<file path="config.mk">
export PLATFORM = sky130hd
export DESIGN_NAME = stids_cell
export DESIGN_NICKNAME = d
export VERILOG_FILES = /design/src/sv/stids_pkg.sv /design/src/sv/stids_cell.sv
export SDC_FILE = /design/constraint.sdc
export NUM_CORES = 1
export LEC_CHECK = 0
export BUFFER_PORTS_ARGS = -buffer_cell sky130_fd_sc_hd__buf_2
export CORE_AREA = 2 2 114 116
export CTS_BUF_LIST = sky130_fd_sc_hd__clkbuf_4 sky130_fd_sc_hd__clkbuf_8
export DETAILED_ROUTE_END_ITERATION = 12
export DIE_AREA = 0 0 116 118
export HOLD_SLACK_MARGIN = 0.1
export PLACE_DENSITY = 0.68
export RECOVER_POWER = 25
export SYNTH_ARGS = -nofsm -noshare
export SYNTH_HDL_FRONTEND = slang
export SYNTH_SLANG_ARGS = --single-unit
export TNS_END_PERCENT = 10
</file>
<file path="constraint.sdc">
create_clock -name clk -period 3.53 [get_ports clk]
set_input_delay 0.1765 -clock clk [delete_from_list [all_inputs] [get_ports clk]]
set_output_delay 0.1765 -clock clk [all_outputs]
set_load 0.05 [all_outputs]
</file>
<file path="src/sv/stids_pkg.sv">
// Shared types, codes and key-order function for the sorted table core.
// Used by stids_cell and by sorted_table_insert_delete_search_core.
`default_nettype none

package stids_pkg;

	localparam int DEPTH_DEF        = 32;
	localparam int PAYLOAD_BITS_DEF = 32;
	localparam int KEY_W            = 32;
	localparam int DATA_W           = 32;

	typedef logic [1:0] cmd_t;
	typedef logic [1:0] status_t;
	typedef logic [1:0] key_type_t;

	localparam cmd_t CMD_INSERT = 2'd0;
	localparam cmd_t CMD_DELETE = 2'd1;
	localparam cmd_t CMD_SORTED = 2'd2;
	localparam cmd_t CMD_LINEAR = 2'd3;

	localparam status_t ST_DONE     = 2'd0;
	localparam status_t ST_NOTFOUND = 2'd1;
	localparam status_t ST_REJECT   = 2'd2;

	localparam key_type_t KT_S16 = 2'd0;
	localparam key_type_t KT_U16 = 2'd1;
	localparam key_type_t KT_S32 = 2'd2;
	localparam key_type_t KT_U32 = 2'd3;

	typedef enum logic [1:0] {
		SEL_HOLD,
		SEL_LOAD,
		SEL_BELOW,
		SEL_ABOVE
	} cell_sel_t;

	typedef struct packed {
		cell_sel_t sel;
		logic      cmp;
	} cell_ctl_t;

	// Map a key onto an unsigned value that orders as the selected key type.
	function automatic logic [KEY_W-1:0] order_value(input logic [KEY_W-1:0] k,
			input key_type_t kt);
		logic [KEY_W-1:0] v;
		case (kt)
			KT_S16:  v = {16'h0000, k[15:0] ^ 16'h8000};
			KT_U16:  v = {16'h0000, k[15:0]};
			KT_S32:  v = k ^ 32'h8000_0000;
			default: v = k;
		endcase
		return v;
	endfunction

endpackage

`default_nettype wire

</file>
<file path="src/sv/stids_cell.sv">
// One table slot: key and payload registers, neighbor shift mux and key compare.
// Depends on stids_pkg for the control struct and the key-order function.
`default_nettype none

module stids_cell #(
	parameter int PAY_W = 32
) (
	input  wire                        clk,
	input  stids_pkg::cell_ctl_t       ctl,
	input  wire [stids_pkg::KEY_W-1:0] search_ov,
	input  stids_pkg::key_type_t       key_type,
	input  wire [stids_pkg::KEY_W-1:0] new_key,
	input  wire [PAY_W-1:0]            new_pay,
	input  wire [stids_pkg::KEY_W-1:0] below_key,
	input  wire [PAY_W-1:0]            below_pay,
	input  wire [stids_pkg::KEY_W-1:0] above_key,
	input  wire [PAY_W-1:0]            above_pay,
	output logic [stids_pkg::KEY_W-1:0] key,
	output logic [PAY_W-1:0]            pay,
	output logic                        eq,
	output logic                        gt
);
	import stids_pkg::*;

	logic [KEY_W-1:0] key_q;
	logic [PAY_W-1:0] pay_q;
	logic             eq_q;
	logic             gt_q;
	logic [KEY_W-1:0] own_ov;

	assign own_ov = order_value(key_q, key_type);

	always_ff @(posedge clk) begin
		case (ctl.sel)
			SEL_LOAD: begin
				key_q <= new_key;
				pay_q <= new_pay;
			end
			SEL_BELOW: begin
				key_q <= below_key;
				pay_q <= below_pay;
			end
			SEL_ABOVE: begin
				key_q <= above_key;
				pay_q <= above_pay;
			end
			default: begin
				key_q <= key_q;
				pay_q <= pay_q;
			end
		endcase
	end

	// Capture compare flags against the search key when an item comes in.
	always_ff @(posedge clk) begin
		if (ctl.cmp) begin
			eq_q <= (search_ov == own_ov);
			gt_q <= (search_ov > own_ov);
		end
	end

	assign key = key_q;
	assign pay = pay_q;
	assign eq  = eq_q;
	assign gt  = gt_q;

endmodule

`default_nettype wire

</file>
==> flow_metrics.env, run 1 <==
export IMPL_status="finished, final reports clean"
export IMPL_power_leakage_nw=2.96
export IMPL_drt_iter0_drc=136
export IMPL_synth_mux_area_share_pct=15.4
export IMPL_fin_cells=858
export IMPL_row_count=41
export IMPL_antenna_found_initial=0
export IMPL_cts_sinks=66
export IMPL_setup_violations=0
export IMPL_netlist_area_leader_share_pct=47.7
export IMPL_seq_area_frac_synth_pct=47.7
export IMPL_dp_hpwl_um=11000
export IMPL_grt_ovfl_total=0
export IMPL_grt_pass1_vias=4239
export IMPL_die_w_um=116
export IMPL_holdPathStages=3
export IMPL_synth_seq_cells=66
export IMPL_clk_latency_ps=330
export IMPL_yosys_warnings=0
export IMPL_core_region_area_mm2=0.0124
export IMPL_slew_viol_final=0
export IMPL_cts_resized=0
export IMPL_synthesis_area_mm2=0.00416
export IMPL_fin_crit_sh_pct=56.5
export IMPL_avgSynthCellArea_um2=10.5
export IMPL_async_reset_ff_share_pct=0
export IMPL_yosysTopAreaCell="edfxtp_1"
export IMPL_synth_edf_count=66
export IMPL_dp_cells=841
export IMPL_wire_per_inst_um=15.6
export IMPL_hold_path_class="in2reg"
export IMPL_hold_buffers=1
export IMPL_slew_headroom_pct=40.2
export IMPL_synth_net_count=657
export IMPL_syn_inst=395
export IMPL_viasPerCell=4.74
export IMPL_grt_pass1_wl_um=20100
export IMPL_path_clk_slew_ps=70
export IMPL_synth_simple_gate_area_share_pct=11.1
export IMPL_period_minus_slack_ps=1990
export IMPL_rsz0062_at_grt="false"
export IMPL_reg2reg_from="key[15]"
export IMPL_synthAdderAreaFrac_pct=9.64
export IMPL_seqCellArea_mm2=0.00198
export IMPL_r2r_slack_ps=1540
export IMPL_reg2regPathDepth=7
export IMPL_cts_tree="done"
export IMPL_totalPowerFinal_mw=2.49
export IMPL_num_nets_final=943
export IMPL_fillCellCount=1206
export IMPL_dr_pass1_iters=4
export IMPL_vias=4065
export IMPL_die_area_mm2=0.0137
export IMPL_yosysUniqueCellTypes=30
export IMPL_clockRootBuffer="clkbuf_8"
export IMPL_tightest_slew_ps=897
export IMPL_irDropWorstVdd_mv=0.164
export IMPL_pin_count=296
export IMPL_route_detailed_drc=0
export IMPL_synthTopCellsByArea="edfxtp_1 48%, mux2i_1 15%, ha_1 9.6%"
export IMPL_end_kind="flip-flop"
export IMPL_cellPowerDensity_mw_per_mm2=420
export IMPL_start_util_pct=33.5
export IMPL_synth_xor_area_share_pct=0.422
export IMPL_synth_top_family_by_area="multiplexers"
export IMPL_synth_main_ff_cell="edfxtp_1"
export IMPL_syn_to_final_growth_pct=42.9
export IMPL_grt_total_usage_pct=19.1
export IMPL_wirelength_um=13400
export IMPL_path_class="reg2reg"
export IMPL_die_h_um=118
export IMPL_postCtsSetupBuffers=0
export IMPL_start_kind="flip-flop"
export IMPL_htree_levels=3
export IMPL_hold_viol=0
export IMPL_grt_max_degree=74
export IMPL_gp_congestion=0.864
export IMPL_port_buffers=295
export IMPL_multi_input_area_mm2=0.00201
export IMPL_reg2reg_to="gt"
export IMPL_maxCapViolCount=0
export IMPL_worstPathRequired_ps=3600
export IMPL_synth_compound_area_share_pct=11.6
export IMPL_crit_arrival_ps=2060
export IMPL_final_layout_size_suffix_gt1_share_pct=44.3
export IMPL_setup_tns_ps=0
export IMPL_clk_path_buf_depth=2
export IMPL_path_max_fanout=3
export IMPL_antenna_cells=0
export IMPL_clock_fmax_mhz=502
export IMPL_ant_nets=0
export IMPL_hold_path_endpoint="pay[10]"
export IMPL_numCtsBuffers=9
export IMPL_min_from="new_pay[10]"
export IMPL_fin_worst_skew_ps=5.72
==> stage by stage <==
stage	setup WS [ps]	instance area (um^2)	utilization (%)	hold slack [ps]
2_1_floorplan	1390	4160	-	289
3_3_place_gp	1470	5760	46.4	406
3_5_place_dp	1390	5760	46.4	408
4_1_cts	1520	5960	48.0	125
5_1_grt	1420	5940	47.8	149
6_report	1540	5940	47.8	161
==> cell families (layout without fill, tap and decap cells) <==
| logic type | after synthesis | in the layout |
|---|---|---|
| adders and majority gates | 32 | 32 |
| DFF | 66 | 66 |
| AOI/OAI and AO/OA | 88 | 88 |
| and+or+nand+nor | 105 | 105 |
| xor gates and xnor gates | 2 | 2 |
| buffers and inverters | 38 | 329 |
| muxes | 64 | 64 |
==> critical path, cell delays in order, from the launching register on <==
cell	delay, ps
edfxtp_1	400
xnor2_1	200
ha_1	270
nand4_1	140
nor3_1	80
a21boi_2	150
o41ai_1	360
a31oi_1	120
==> power by group <==
group	switching [mW]	total (mW)	internal (mW)	leakage [nW]
clock network	0.273	0.630	0.356	0.105
logic	0.579	0.846	0.267	2.19
registers	0.0441	1.02	0.972	0.665
total	0.896	2.49	1.60	2.96
==> how the worst max path moves through the flow <==
stage / startpoint / to / slack (ps)
after floorplan: key[15] / gt / 1390
after detailed placement: key_type[1] / gt / 1390
after CTS: key[15] / gt / 1520
after global routing: key[31] / gt / 1420
final: key[15] / gt / 1540
after global placement: key_type[1] / gt / 1470
==> cells in the mapped netlist, drive strengths merged (2+ instances only) <==
cell type	number
ha	32
nand4	8
nand3	5
a21o	5
nand2	19
inv	15
buf	11
nor2	67
xnor2	2
clkbuf	12
a21oi	75
mux2i	64
edfxtp	66
==> cell usage in the layout, fill, tap and decap left out <==
cell type	n
nand2_1	19
nor2_1	67
o211ai_1	1
clkbuf_4	4
and3_2	1
a31oi_1	1
nand4_1	5
edfxtp_1	66
a21o_1	5
ha_1	32
xnor2_1	2
clkbuf_8	9
a21oi_1	75
clkbuf_1	17
nand3_1	5
dlygate4sd3_1	1
a221oi_1	1
o41ai_1	1
buf_2	276
or2_4	1
nand4_2	3
clkinv_2	2
nor2b_1	1
nor3_1	1
a2111oi_2	1
nor4_2	1
a211oi_1	1
bufinv_16	1
o21ai_0	1
inv_1	15
mux2i_1	64
a21boi_2	1
buf_4	4
and4_1	1
==> flip-flops by register name, summed over array words and instances, names as in the netlist <==
signal  cells
pay        32
eq          1
key        32
gt          1
==> cell type report <==
| class | instances | area share, % |
|---|---|---|
| timing repair buffer | 298 | 25.0 |
| inverter | 15 | 0.948 |
| clock inverter | 3 | 0.674 |
| sequential | 66 | 33.4 |
| clock buffer | 13 | 2.59 |
| multi-input combinational | 291 | 33.8 |
| tap | 172 | 3.62 |
==> routing by layer <==
layer	global-route usage (%)	up-vias	share of wire, %	wire length (um)
met2	35.5	188	52	7000
met4	6.55	0	1.9	259
li1	-	2028	-	-
met5	0	-	0	0
met3	5.10	23	7.1	949
met1	20.3	1826	39	5150
(Power assumes the default switching activity.)
==> run 2, diff against run 1 <==
--- a/config.mk
+++ b/config.mk
@@ -6,10 +6,10 @@
 export NUM_CORES = 1
 export LEC_CHECK = 0
 export BUFFER_PORTS_ARGS = -buffer_cell sky130_fd_sc_hd__buf_2
-export CORE_AREA = 2 2 114 116
+export CORE_AREA = 2 2 116 118
 export CTS_BUF_LIST = sky130_fd_sc_hd__clkbuf_4 sky130_fd_sc_hd__clkbuf_8
 export DETAILED_ROUTE_END_ITERATION = 12
-export DIE_AREA = 0 0 116 118
+export DIE_AREA = 0 0 118 120
 export HOLD_SLACK_MARGIN = 0.1
 export PLACE_DENSITY = 0.68
 export RECOVER_POWER = 25
==> constraint.sdc (replaced) <==
create_clock -name clk -period 1.67 [get_ports clk]
set_input_delay 0.0835 -clock clk [delete_from_list [all_inputs] [get_ports clk]]
set_output_delay 0.0835 -clock clk [all_outputs]
set_load 0.05 [all_outputs]
==> run 2 against run 1 <==
Against the previous run:
- the flow now finishes with violations (negative setup slack)
- hold slack worse by 51 ps
- critical path depth unchanged
- global-route usage up 0.67 points
- power up 130%
- cell area up 17%
- maximum frequency up 6.0%
- clock skew up 2.7 ps
- via count up 7.6%
- worst setup slack worse by 1700 ps
- non-clock buffer count up 89
- first-iteration DRC count up 26%
- critical endpoint unchanged
==> flow_metrics.env, run 2 (synthesized netlist as in run 1, its figures left out) <==
export IMPL_clockRootBuffer="clkbuf_8"
export IMPL_antenna_cells=0
export IMPL_viasPerCell=4.60
export IMPL_holdWs_ps=110
export IMPL_die_w_um=118
export IMPL_irDropWorstVdd_mv=0.398
export IMPL_dr_pass1_iters=7
export IMPL_path_max_fanout=2
export IMPL_tightest_slew_ps=947
export IMPL_syn_to_final_growth_pct=66.5
export IMPL_hold_path_class="in2reg"
export IMPL_htree_levels=3
export IMPL_cts_sinks=66
export IMPL_post_route_worst_setup_slack_ps=-212
export IMPL_fillCellCount=1213
export IMPL_hold_viol=0
export IMPL_clock_power_share_pct=26.5
export IMPL_dp_hpwl_um=10100
export IMPL_grt_pass1_vias=4482
export IMPL_drt_iter0_drc=172
export IMPL_numCtsBuffers=9
export IMPL_p_int_mw=3.66
export IMPL_grt_ovfl_total=0
export IMPL_wirelength_um=14100
export IMPL_gp_congestion=0.799
export IMPL_cpPeakStageDelay_ps=410
export IMPL_rsz0062_at_grt="true"
export IMPL_slew_viol_final=0
export IMPL_grt_total_usage_pct=19.7
export IMPL_port_buffers=295
export IMPL_maxCapViolCount=0
export IMPL_clock_fmax_mhz=531
export IMPL_path_clk_slew_ps=80
export IMPL_grt_max_degree=129
export IMPL_crit_arrival_ps=1970
export IMPL_postLayoutCoreUtil_pct=53.3
export IMPL_die_h_um=120
export IMPL_cts_tree="done"
export IMPL_fin_worst_skew_ps=8.41
export IMPL_core_region_area_mm2=0.0130
export IMPL_final_cell_mix="292 x buf_2, 75 x a21oi_1, 74 x dlygate4sd3_1"
export IMPL_grt_pass1_wl_um=21600
export IMPL_pin_count=296
export IMPL_end_kind="flip-flop"
export IMPL_violations="negative setup slack"
export IMPL_reg2regPathDepth=7
export IMPL_status="complete, but fails checks"
export IMPL_path_class="reg2reg"
export IMPL_crit_chain="xnor2_1 > ha_1 > nand4_1 > nor3_2 > a21boi_2 > o41ai_2 > a31oi_1"
export IMPL_start_kind="flip-flop"
export IMPL_switching_power_mw=2.03
export IMPL_num_nets_final=1032
export IMPL_start_util_pct=32.0
export IMPL_row_count=42
export IMPL_cellPowerDensity_mw_per_mm2=822
export IMPL_worstPathRequired_ps=1760
export IMPL_clk_path_buf_depth=2
export IMPL_fin_crit_sh_pct=113
export IMPL_swShare_pct=35.6
export IMPL_clk_latency_ps=350
export IMPL_period_minus_slack_ps=1880
export IMPL_power_leakage_nw=3.40
export IMPL_antenna_found_initial=0
export IMPL_setup_violations=1
export IMPL_die_area_mm2=0.0142
export IMPL_wire_per_inst_um=14.8
export IMPL_vias=4372
export IMPL_slew_headroom_pct=36.9
export IMPL_seq_power_share_pct=37.4
export IMPL_pwr_share_comb_pct=36.0
export IMPL_final_layout_size_suffix_gt1_share_pct=43.7
export IMPL_route_detailed_drc=0
export IMPL_ant_nets=0
export IMPL_holdPathStages=3
export IMPL_final_common_cell="buf_2"
export IMPL_crit_slowest_cell="edfxtp_1"
==> run 2: cell count changes in the layout (fill, tap and decap cells not counted), sizes merged <==
| cell | delta |
|---|---|
| clkinvlp | +2 |
| clkinv | +1 |
| bufinv | +1 |
| buf | +31 |
| dlygate4sd3 | +73 |
| clkbuf | -19 |
==> run 2: power by group through the flow <==
stage               Combinational (mW)  Sequential (mW)  Clock (mW)
finish                            2.05             2.13        1.51
global route                      2.19             2.15        1.61
CTS                               2.04             2.13        1.55
detailed placement                1.86             2.17           0
global placement                  1.85             2.16           0
floorplan                        0.522             2.84           0
==> run 2: layout make-up <==
cell class | count | area (um^2) | area share, %
repair buffers | 387 | 2380 | 34.4
multi-input cells | 291 | 2070 | 29.9
flip-flops and latches | 66 | 1980 | 28.6
well taps | 176 | 220 | 3.18
clock buffers | 9 | 124 | 1.79
clock inverters | 7 | 93.8 | 1.36
inverters | 15 | 56.3 | 0.814
==> run 2: critical path, delay by kind of cell, from the launching register on <==
family	cells	cell delay, ps
AO/OA/AOI/OAI	3	570
flip-flops	1	410
adder cells (fa/ha/maj)	1	300
AND/OR/NAND/NOR	2	210
XOR/XNOR	1	150
==> run 2: final timing paths <==
kind               start       to  slack (ps)
max              key[15]       gt        -210
min          new_pay[29]  pay[29]         110
max reg2reg      key[15]       gt        -210
min reg2reg      key[31]       gt         940
==> run 2: routing by layer <==
layer  global-route usage (%)  wire length, um
met3                     4.23             1000
met1                     21.4             5450
met5                        0                0
met4                     7.08              270
met2                     37.6             7380
==> run 2: stage by stage <==
stage | cell area [um^2] | setup slack, ps | power, mW | setup TNS, ps | cells
after floorplan | 4160 | -407 | 3.36 | -561 | 395
after global placement | 5900 | -198 | 4.00 | -198 | 860
after detailed placement | 5900 | -223 | 4.03 | -246 | 860
after CTS | 6900 | -186 | 5.72 | -186 | 950
after global routing | 6920 | -299 | 5.96 | -370 | 951
final | 6920 | -212 | 5.69 | -212 | 951
==> run 2: timing repair <==
item / 4_1_cts / 5_1_grt
pin swaps: 0 / 3
endpoints found under the setup margin: 2 / 2
hold buffers: 74 / 0
hold endpoints to repair: 52 / 0
resized for setup: 4 / 3
buffers inserted: 0 / 1
==> run 3, diff against run 2 <==
--- a/config.mk
+++ b/config.mk
@@ -6,12 +6,14 @@
 export NUM_CORES = 1
 export LEC_CHECK = 0
 export BUFFER_PORTS_ARGS = -buffer_cell sky130_fd_sc_hd__buf_2
-export CORE_AREA = 2 2 116 118
+export CELL_PAD_IN_SITES_DETAIL_PLACEMENT = 0
+export CELL_PAD_IN_SITES_GLOBAL_PLACEMENT = 1
+export CORE_MARGIN = 2
+export CORE_UTILIZATION = 27
 export CTS_BUF_LIST = sky130_fd_sc_hd__clkbuf_4 sky130_fd_sc_hd__clkbuf_8
 export DETAILED_ROUTE_END_ITERATION = 12
-export DIE_AREA = 0 0 118 120
 export HOLD_SLACK_MARGIN = 0.1
-export PLACE_DENSITY = 0.68
+export PLACE_DENSITY = 0.82
 export RECOVER_POWER = 25
 export SYNTH_ARGS = -nofsm -noshare
 export SYNTH_HDL_FRONTEND = slang
==> run 3 against run 2 <==
Against the previous run:
- global-route usage down 2.2 points
- wire length grew 2.5%
- cell count up 4.6%
- non-clock buffer count increased by 31
- critical path type unchanged
- die area increased by 16%
- the flow still finishes with violations (negative setup slack)
- clock power decreased by 9%
- combinational power up 4%
- worst setup slack gained 11 ps
==> flow_metrics.env, run 3 (synthesized netlist as in run 1, its figures left out) <==
export IMPL_use_met2_pct=32.4
export IMPL_final_cell_mix="293 x buf_2, 87 x dlygate4sd3_1, 74 x a21oi_1"
export IMPL_met3_usage_pct=4.09
export IMPL_route_detailed_drc=0
export IMPL_core_region_area_mm2=0.0151
export IMPL_drt_iter0_drc=98
export IMPL_grt_pass1_wl_um=21700
export IMPL_dp_hpwl_um=11100
export IMPL_period_minus_slack_ps=1870
export IMPL_die_w_um=128
export IMPL_wirelength_um=14500
export IMPL_crit_arrival_ps=1970
export IMPL_gp_congestion=0.782
export IMPL_end_kind="flip-flop"
export IMPL_grt_pass1_vias=4608
export IMPL_setup_violations=13
export IMPL_dr_pass1_iters=4
export IMPL_maxCapViolCount=0
export IMPL_clk_path_buf_depth=2
export IMPL_grt_ovfl_total=0
export IMPL_clockRootBuffer="clkbuf_8"
export IMPL_crit_chain="xnor2_1 > ha_1 > nand4_1 > nor3_2 > a21boi_2 > o41ai_2 > a31oi_1"
export IMPL_cts_sinks=66
export IMPL_numCtsBuffers=9
export IMPL_grt_max_degree=37
export IMPL_pre_cts_ws_ps=-257
export IMPL_path_max_fanout=2
export IMPL_grt_use_met1_pct=18.7
export IMPL_ant_nets=0
export IMPL_htree_levels=3
export IMPL_fin_worst_skew_ps=6.20
export IMPL_postLayoutCoreUtil_pct=47.3
export IMPL_post_route_worst_setup_slack_ps=-201
export IMPL_die_h_um=128
export IMPL_hold_viol=0
export IMPL_violations="negative setup slack"
export IMPL_hold_path_class="in2reg"
export IMPL_slew_headroom_pct=28.0
export IMPL_clk_latency_ps=350
export IMPL_final_layout_size_suffix_gt1_share_pct=44.0
export IMPL_fin_crit_sh_pct=112
export IMPL_path_class="reg2reg"
export IMPL_status="complete, but fails checks"
export IMPL_path_clk_slew_ps=80
export IMPL_setup_tns_ps=-1840
export IMPL_start_kind="flip-flop"
export IMPL_slew_viol_final=0
export IMPL_antenna_found_initial=2
export IMPL_power_leakage_nw=3.51
export IMPL_worstPathRequired_ps=1770
export IMPL_final_common_cell="buf_2"
export IMPL_syn_to_final_growth_pct=72.5
export IMPL_irDropWorstVdd_mv=0.338
export IMPL_port_buffers=295
export IMPL_cts_tree="done"
export IMPL_start_util_pct=27.4
export IMPL_clock_fmax_mhz=535
export IMPL_vias=4500
export IMPL_cellPowerDensity_mw_per_mm2=784
export IMPL_num_nets_final=1063
export IMPL_tightest_slew_ps=1080
export IMPL_row_count=45
export IMPL_grt_total_usage_pct=17.5
export IMPL_top_usage_layer="met2"
export IMPL_pin_count=296
export IMPL_holdWs_ps=119
export IMPL_die_area_mm2=0.0164
export IMPL_cpPeakStageDelay_ps=410
export IMPL_wire_per_inst_um=14.5
export IMPL_crit_slowest_cell="edfxtp_1"
export IMPL_rsz0062_at_grt="true"
export IMPL_viasPerCell=4.52
[run 3: stage by stage]
stage	total power, mW	cell area, um^2	instances
floorplan	3.36	4160	395
global placement	4.06	6050	887
detailed placement	4.07	6050	887
CTS	5.70	7180	993
global route	5.92	7170	995
finish	5.62	7170	995
[run 3: routing by layer]
layer,vias to the layer above,part of all wire [%]
met5,-,0.11
met4,2,2.8
met3,25,6.9
met2,184,52
met1,2017,39
li1,2272,-
[run 3: power breakdown]
part / internal, mW / switching (mW)
registers: 2.05 / 0.0767
clock network: 0.683 / 0.683
logic: 0.833 / 1.29
total: 3.57 / 2.05
[run 3: cell type report]
type	count	area, um^2
Sequential cell	66	1980
Timing Repair Buffer	418	2640
Tap cell	188	235
Antenna cell	1	2.50
Fill cell	1478	7980
Multi-Input combinational cell	291	2060
Clock buffer	9	124
Inverter	15	56.3
Clock inverter	7	70.1
[run 3: critical path: cells and delay by family, from the launching register on]
family / cells / cell delay (ps)
AO/OA/AOI/OAI: 3 / 570
flip-flops: 1 / 410
AND/OR/NAND/NOR: 2 / 190
adder cells (fa/ha/maj): 1 / 300
XOR/XNOR: 1 / 150
[run 3: timing repair]
item,in CTS,in global routing
endpoints found under the hold margin,56,0
pin swaps,5,6
endpoints found under the setup margin,2,2
hold buffers,87,0
setup buffers,3,1
gates resized for setup,5,3
[run 3: path summary, 6_finish.rpt]
check / startpoint / end / slack, ps / depth (start not counted)
max: key[15] / gt / -200 / 7
min: above_pay[15] / pay[15] / 120 / 3
max reg2reg: key[15] / gt / -200 / 7
min reg2reg: key[0] / eq / 960 / 3
